### src/rtl/prs_pkg.sv
`timescale 1ns / 1ps

package prs_pkg;

    localparam int COL_W     = 8;
    localparam int DATA_W    = 32;
    localparam int FRAC_BITS = 16;
    localparam int COEF_W    = 31;
    localparam int INV_W     = 17;
    localparam int SUM_W     = 63;
    localparam int CFG_IDX_W = 3;
    localparam int CFG_DAT_W = 63;
    localparam int COLS      = 256;
    localparam int MUL_A_W   = DATA_W + 1;
    localparam int MUL_B_W   = DATA_W;
    localparam int PROD_W    = MUL_A_W + MUL_B_W;
    localparam int ACC_W     = 56;

    localparam logic [SUM_W-1:0] SUM_MAX = {SUM_W{1'b1}};

    // configuration register indexes
    typedef enum logic [CFG_IDX_W-1:0] {
        CFG_LAST_COL  = 3'd0,
        CFG_LAST_ROW  = 3'd1,
        CFG_COEF_X    = 3'd2,
        CFG_COEF_Y    = 3'd3,
        CFG_INV_DIAG  = 3'd4,
        CFG_MODE      = 3'd5,
        CFG_THRESHOLD = 3'd6
    } cfg_idx_t;

    typedef enum logic [4:0] {
        S_IDLE, S_RD0, S_RD1, S_RD2, S_RD3,
        S_M1, S_M2, S_M3, S_M4, S_T, S_RES, S_M5, S_M6, S_ACC,
        S_EMIT_I, S_EMIT_B, S_WR
    } state_t;

    typedef enum logic [1:0] {RDS_I, RDS_R, RDS_L} rd_sel_t;
    typedef enum logic [1:0] {CAP_NONE, CAP_I, CAP_R, CAP_L} cap_t;
    typedef enum logic [2:0] {
        MOP_NONE, MOP_LR, MOP_UD, MOP_CX, MOP_CY, MOP_INV, MOP_SQ
    } mul_op_t;
    typedef enum logic [1:0] {TOP_NONE, TOP_INIT, TOP_ADD, TOP_SUB2} t_op_t;

    typedef struct packed {
        logic    accept;
        rd_sel_t rd_sel;
        cap_t    cap;
        mul_op_t mul_op;
        t_op_t   t_op;
        logic    load_res;
        logic    load_nv;
        logic    acc_sq;
        logic    emit_int;
        logic    emit_bnd;
        logic    wr;
    } cmd_t;

    typedef struct packed {
        logic interior;
        logic boundary;
    } status_t;

    // one line buffer entry per column
    typedef struct packed {
        logic signed [DATA_W-1:0] two_above;
        logic signed [DATA_W-1:0] old_above;
        logic signed [DATA_W-1:0] rhs_above;
        logic signed [DATA_W-1:0] new_above;
    } mem_word_t;

    function automatic logic signed [DATA_W-1:0] sat32(input logic signed [ACC_W-1:0] x);
        logic signed [ACC_W-1:0] hi;
        logic signed [ACC_W-1:0] lo;
        hi = ACC_W'({1'b0, {(DATA_W-1){1'b1}}});
        lo = -hi - ACC_W'(1);
        if (x > hi) begin
            return hi[DATA_W-1:0];
        end else if (x < lo) begin
            return lo[DATA_W-1:0];
        end else begin
            return x[DATA_W-1:0];
        end
    endfunction

endpackage

### src/rtl/prs_ctrl.sv
`timescale 1ns / 1ps

module prs_ctrl (
    input  logic             aclk,
    input  logic             aresetn,
    input  logic             s_valid,
    output logic             s_ready,
    output logic             m_valid,
    input  logic             m_ready,
    input  prs_pkg::status_t status,
    output prs_pkg::cmd_t    cmd
);

    prs_pkg::state_t state_reg, state_next;
    logic            m_valid_reg, m_valid_next;
    logic            out_free;

    assign out_free = !m_valid_reg || m_ready;
    assign s_ready  = (state_reg == prs_pkg::S_IDLE);
    assign m_valid  = m_valid_reg;

    // hold state and output valid
    always_ff @(posedge aclk) begin
        if (!aresetn) begin
            state_reg   <= prs_pkg::S_IDLE;
            m_valid_reg <= 1'b0;
        end else begin
            state_reg   <= state_next;
            m_valid_reg <= m_valid_next;
        end
    end

    // sequence one word through reads, multiplies, emits and the line buffer write
    always_comb begin
        state_next   = state_reg;
        m_valid_next = m_valid_reg && !m_ready;
        cmd          = '0;
        cmd.rd_sel   = prs_pkg::RDS_I;
        cmd.cap      = prs_pkg::CAP_NONE;
        cmd.mul_op   = prs_pkg::MOP_NONE;
        cmd.t_op     = prs_pkg::TOP_NONE;
        unique case (state_reg)
            prs_pkg::S_IDLE: begin
                if (s_valid) begin
                    cmd.accept = 1'b1;
                    state_next = prs_pkg::S_RD0;
                end
            end
            prs_pkg::S_RD0: begin
                cmd.rd_sel = prs_pkg::RDS_I;
                state_next = prs_pkg::S_RD1;
            end
            prs_pkg::S_RD1: begin
                cmd.rd_sel = prs_pkg::RDS_R;
                cmd.cap    = prs_pkg::CAP_I;
                state_next = prs_pkg::S_RD2;
            end
            prs_pkg::S_RD2: begin
                cmd.rd_sel = prs_pkg::RDS_L;
                cmd.cap    = prs_pkg::CAP_R;
                state_next = prs_pkg::S_RD3;
            end
            prs_pkg::S_RD3: begin
                cmd.cap = prs_pkg::CAP_L;
                if (status.interior) begin
                    state_next = prs_pkg::S_M1;
                end else if (status.boundary) begin
                    state_next = prs_pkg::S_EMIT_B;
                end else begin
                    state_next = prs_pkg::S_WR;
                end
            end
            prs_pkg::S_M1: begin
                cmd.mul_op = prs_pkg::MOP_LR;
                cmd.t_op   = prs_pkg::TOP_INIT;
                state_next = prs_pkg::S_M2;
            end
            prs_pkg::S_M2: begin
                cmd.mul_op = prs_pkg::MOP_UD;
                cmd.t_op   = prs_pkg::TOP_ADD;
                state_next = prs_pkg::S_M3;
            end
            prs_pkg::S_M3: begin
                cmd.mul_op = prs_pkg::MOP_CX;
                cmd.t_op   = prs_pkg::TOP_ADD;
                state_next = prs_pkg::S_M4;
            end
            prs_pkg::S_M4: begin
                cmd.mul_op = prs_pkg::MOP_CY;
                cmd.t_op   = prs_pkg::TOP_SUB2;
                state_next = prs_pkg::S_T;
            end
            prs_pkg::S_T: begin
                cmd.t_op   = prs_pkg::TOP_SUB2;
                state_next = prs_pkg::S_RES;
            end
            prs_pkg::S_RES: begin
                cmd.load_res = 1'b1;
                state_next   = prs_pkg::S_M5;
            end
            prs_pkg::S_M5: begin
                cmd.mul_op = prs_pkg::MOP_INV;
                state_next = prs_pkg::S_M6;
            end
            prs_pkg::S_M6: begin
                cmd.mul_op  = prs_pkg::MOP_SQ;
                cmd.load_nv = 1'b1;
                state_next  = prs_pkg::S_ACC;
            end
            prs_pkg::S_ACC: begin
                cmd.acc_sq = 1'b1;
                state_next = prs_pkg::S_EMIT_I;
            end
            prs_pkg::S_EMIT_I: begin
                if (out_free) begin
                    cmd.emit_int = 1'b1;
                    m_valid_next = 1'b1;
                    state_next   = status.boundary ? prs_pkg::S_EMIT_B : prs_pkg::S_WR;
                end
            end
            prs_pkg::S_EMIT_B: begin
                if (out_free) begin
                    cmd.emit_bnd = 1'b1;
                    m_valid_next = 1'b1;
                    state_next   = prs_pkg::S_WR;
                end
            end
            prs_pkg::S_WR: begin
                cmd.wr     = 1'b1;
                state_next = prs_pkg::S_IDLE;
            end
            default: begin
                state_next = prs_pkg::S_IDLE;
            end
        endcase
    end

endmodule

### config.mk
export PLATFORM = sky130hd
export DESIGN_NAME = prs_ctrl
export DESIGN_NICKNAME = d
export VERILOG_FILES = /design/src/rtl/prs_pkg.sv /design/src/rtl/prs_ctrl.sv
export SDC_FILE = /design/constraint.sdc
export NUM_CORES = 1
export LEC_CHECK = 0
export BUFFER_PORTS_ARGS = -buffer_cell sky130_fd_sc_hd__buf_2
export CAP_MARGIN = 20
export CORE_MARGIN = 2
export CORE_UTILIZATION = 40
export DETAILED_ROUTE_END_ITERATION = 8
export PLACE_DENSITY = 0.72
export SYNTH_ARGS = -nofsm -noshare
export SYNTH_HDL_FRONTEND = slang
export SYNTH_SLANG_ARGS = --single-unit
### constraint.sdc
create_clock -name aclk -period 1.95 [get_ports aclk]
set_input_delay 0.0975 -clock aclk [delete_from_list [all_inputs] [get_ports aclk]]
set_output_delay 0.0975 -clock aclk [all_outputs]
set_load 0.03 [all_outputs]
== After elaboration in Yosys (flattened, before gate mapping) ==
Index checks and enable logic that the tools add are counted.

* Bits in registers: 6
* Bits in latches: 0
* Memory bits (writable): 0
* Memory bits (read-only): 0
* Input port bits: 6
* Output and inout bits: 18
* Logic and storage cells: 51
* Memories kept: 0

* Add/subtract/negate cells: 0
* Multiply operators: 0
* Div/mod/pow operators: 0
* $lt $le $gt $ge: 0
* Equality and inequality tests: 19
* Shift operators: 0
* Muxes and demuxes: 21
* Bitwise logic cells: 0
* Reductions and logical operators: 9

{| class="wikitable"
|+ Operator list
! operator !! count
|-
| $pmux 5 s16 || 1
|-
| $eq 5x4->1 const B || 8
|-
| $mux 5 || 5
|-
| $eq 5x3->1 const B || 4
|-
| $pmux 3 s6 || 1
|-
| $pmux 2 s3 || 2
|-
| $mux 1 || 11
|-
| $eq 5x2->1 const B || 2
|-
| $ne 2x2->1 const B || 3
|-
| $reduce_or 2->1 || 3
|-
| $eq 5x1->1 const B || 1
|-
| $eq 5x5->1 const B || 1
|-
| $logic_not 5->1 || 1
|-
| $pmux 2 s2 || 1
|-
| $reduce_and 3->1 || 1
|-
| $logic_not 1->1 || 2
|-
| $logic_and 1x1->1 || 1
|-
| $logic_or 1x1->1 || 1
|}

== Logic depth before layout (Yosys ltp) ==
* Depth in word-level cells: 4
* Mapped depth: 6
* Gate-level depth less buffers: 4

== Worst setup path after synthesis ==
No wires, ideal clock.

* Path type: reg-to-output
* Start point: register state_reg[0]
* End point: output port cmd[3] (netlist bit)
* Arrival time: 1811 ps
* Setup slack: 41 ps
* Cell stages (with the launch flop): 4
* Buffers on the path: 2
* Cell sequence: dfxtp_1 > buf_2 > clkbuf_1 > nor4b_1

{| class="wikitable"
|+ RTL lines
! what !! line !! text
|-
| start: declaration || prs_ctrl.sv:14 || <nowiki>prs_pkg::state_t state_reg, state_next;</nowiki>
|-
| start signal: assignment || prs_ctrl.sv:25 || <nowiki>state_reg <= prs_pkg::S_IDLE;</nowiki>
|-
| start signal: assignment || prs_ctrl.sv:28 || <nowiki>state_reg <= state_next;</nowiki>
|-
| end: declaration || prs_ctrl.sv:11 || <nowiki>output prs_pkg::cmd_t cmd</nowiki>
|}

==> impl_metrics.py <==
metrics = {
    "outcome": {
        "status": "finished, final reports clean",
    },
    "synth": {
        "synth_top_flop_cell": "dfxtp_1",
        "synth_compound_area_frac": 0.252,
        "synth-xor-area-share": 0,
        "ys_warn_count": 0,
        "syn_inst": 89,
        "synthesis.area_um2": 592,
        "synth_edf_count": 0,
        "synth_area_leaders": "dfxtp_1, a21oi_1, nand2_1, nor2_1, o21ai_0",
        "yosysTopAreaCell": "dfxtp_1",
        "syn_avg_cell_area_um2": 6.65,
        "yosys.area_share.simple": 0.416,
        "synthAdderAreaFrac": 0,
        "yosys-top-cells-count": "nand2_1, nor2_1, a21oi_1",
        "syn_nets": 95,
        "synth_top_area_frac": 0.203,
        "synth_top_family_by_area": "simple AND/OR/NAND/NOR gates",
        "synthArstFlopShare": 0,
        "synthMuxAreaShare": 0.0338,
        "ys_seq_area_frac": 0.203,
        "yosys_register_bits": 6,
        "synth.distinct_cells": 29,
    },
    "worst_setup_path": {
        "worstPathArrival_ns": 1.63,
        "crit_path_end_kind": "output port",
        "reg2reg_slack_ns": 0.39,
        "startpoint_type": "register",
        "path_class": "register to output port",
        "path_max_fanout": 13,
        "crit_family": "flip-flops",
        "slowest_delay_ns": 0.55,
        "crit_chain": "buf_4, nand2_1, nor3_1, nand2b_1, buf_2",
        "worst-endpoint-required_ns": 1.85,
        "crit_path_top_delay_cell": "dfxtp_1",
        "crit_buf_inv": 2,
    },
    "timing": {
        "layout_min_cycle_time_ns": 1.73,
        "rsz0062_at_grt": "no",
        "setup_viol": 0,
        "timing.fmax_mhz": 580,
        "finClkSkew_ns": 0.00125,
        "final.period_utilization": 0.885,
        "relSlewSlack": 0.685,
        "maxSlewViolCount": 0,
        "hold_slack_ns": 0.112,
        "tns_ns": 0,
        "hold_viol": 0,
        "tightest_slew_ns": 0.467,
    },
    "drt": {
        "drcViolationCount": 0,
        "drtAntennaViolNets": 0,
        "via_per_inst": 5.42,
        "wl_per_cell_um": 11.2,
        "firstDrtPassIters": 4,
        "first_iter_violations": 9,
        "vias": 678,
        "finalWirelength_mm": 1.40,
    },
    "grt": {
        "grt_overflow": 0,
        "grt_util_all_layers": 0.158,
        "grt_max_degree": 15,
        "antenna_found_initial": 0,
        "grt_pass1_wl_mm": 2.24,
        "grt_pass1_vias": 549,
    },
    "die": {
        "die_w_um": 42.5,
        "core_um2": 1330,
        "initial_core_util": 0.444,
        "rows": 13,
        "dieHeight_um": 42.5,
        "design.portCount": 24,
        "dieArea_um2": 1800,
    },
    "pwr": {
        "power.total_w": 0.000384,
        "p_int_w": 0.000245,
        "ir_worst_vdd_uv": 293,
        "seqPwrFrac": 0.373,
        "swShare": 0.362,
        "pwr_density_cell_nw_per_um2": 528,
        "pwr-share-comb": 0.330,
        "pwr-share-clk": 0.297,
        "p_leak_nw": 0.329,
        "p_sw_w": 0.000139,
    },
    "cells_and_area": {
        "areaGrowthSynthToFinish_pct": 22.8,
        "n_antenna_cell": 0,
        "drive_above_1_share": 0.309,
        "largest_reg_flops": 5,
        "finalCoreUtilization": 0.545,
        "num-nets-final": 118,
    },
    "cts": {
        "h-tree-depth": 1,
        "ctsHoldBuffers": 0,
        "cts_made_buffers": 3,
        "clock_tree.root_cell": "clkbuf_4",
        "postCtsSetupBuffers": 0,
        "clk_latency_ns": 0.24,
        "clockBufferDepth": 2,
        "cts.sinks": 6,
        "cts_tree": "built",
        "clk_pin_slew_ns": 0.04,
    },
    "min_path": {
        "hold_path.class": "input pin to register",
    },
    "flow_run": {
        "drv_cap": 0,
    },
    "placed_design": {
        "dp_hpwl_mm": 1.07,
        "io_buffers": 23,
        "routabilityCongestion": 0.788,
    },
}
[logic make-up (layout without fill, tap and decap cells)]
kind of cell           count (synthesis)  in the layout
AO/OA/AOI/OAI                         23             23
buffers and inverters                 12             33
flip-flops                             6              6
multiplexers                           2              2
AND/OR/NAND/NOR                       46             46
[final cells by class]
| type | count | area (um2) |
|---|---|---|
| Clock buffer | 3 | 22.5 |
| Fill cell | 146 | 607 |
| Inverter | 5 | 18.8 |
| Multi-Input combinational cell | 71 | 415 |
| Sequential cell | 6 | 121 |
| Tap cell | 15 | 18.8 |
| Timing Repair Buffer | 25 | 130 |
[cell usage in the layout, fill, tap and decap left out, drive strengths merged, types with 2 or more instances in the layout]
master and instances:
a2111oi 2, a21oi 9, and2 2, buf 25
clkbuf 3, dfxtp 6, inv 5, mux2i 2
nand2 10, nand2b 5, nor2 10, nor2b 2
nor3 6, nor4 2, nor4b 2, o21ai 8
[through the flow]
step	setup slack [ns]	area [um2]	instances
finish	0.224	727	125
global route	0.101	727	125
CTS	0.101	726	125
detailed placement	0.377	703	122
global placement	0.397	703	122
floorplan	0.0412	592	89
[routing by layer]
| metal | vias to the layer above | part of all wire | track usage |
|---|---|---|---|
| met1 | 294 | 0.48 | 0.217 |
| met2 | 27 | 0.43 | 0.246 |
| met3 | 2 | 0.073 | 0.0129 |
| li1 | 355 | - | - |
| met4 | 0 | 0.012 | 0.0750 |
| met5 | - | 0 | 0 |
[repair_timing]
action	in CTS	in global routing
gates resized for setup	0	1
endpoints found under the setup margin	0	1
hold endpoints to repair	0	0
[path summary, 6_finish.rpt]
| path | from | to | cells past startpoint |
|---|---|---|---|
| worst min-delay path | aresetn | state_reg[3] | 3 |
| worst max-delay path | state_reg[1] | cmd[11] | 5 |
| worst max register to register | state_reg[2] | state_reg[0] | 4 |
| worst min register to register | m_valid | m_valid | 2 |
[power groups by stage]
stage / sequential, W / combinational [W] / clock [W]
detailed placement: 0.000145 / 0.000127 / 0
CTS: 0.000143 / 0.000127 / 0.000117
finish: 0.000143 / 0.000127 / 0.000114
global placement: 0.000145 / 0.000126 / 0
floorplan: 0.000133 / 0.000107 / 0
global route: 0.000144 / 0.000138 / 0.000120
[worst reg2reg max path, stage by stage (launching register included)]
cell and delay (ns):
dfxtp_1 0.52, nand2b_1 0.26, a2111oi_2 0.34, a211oi_1 0.10, and4bb_2 0.29
Power figures use the tool's default switching activity.
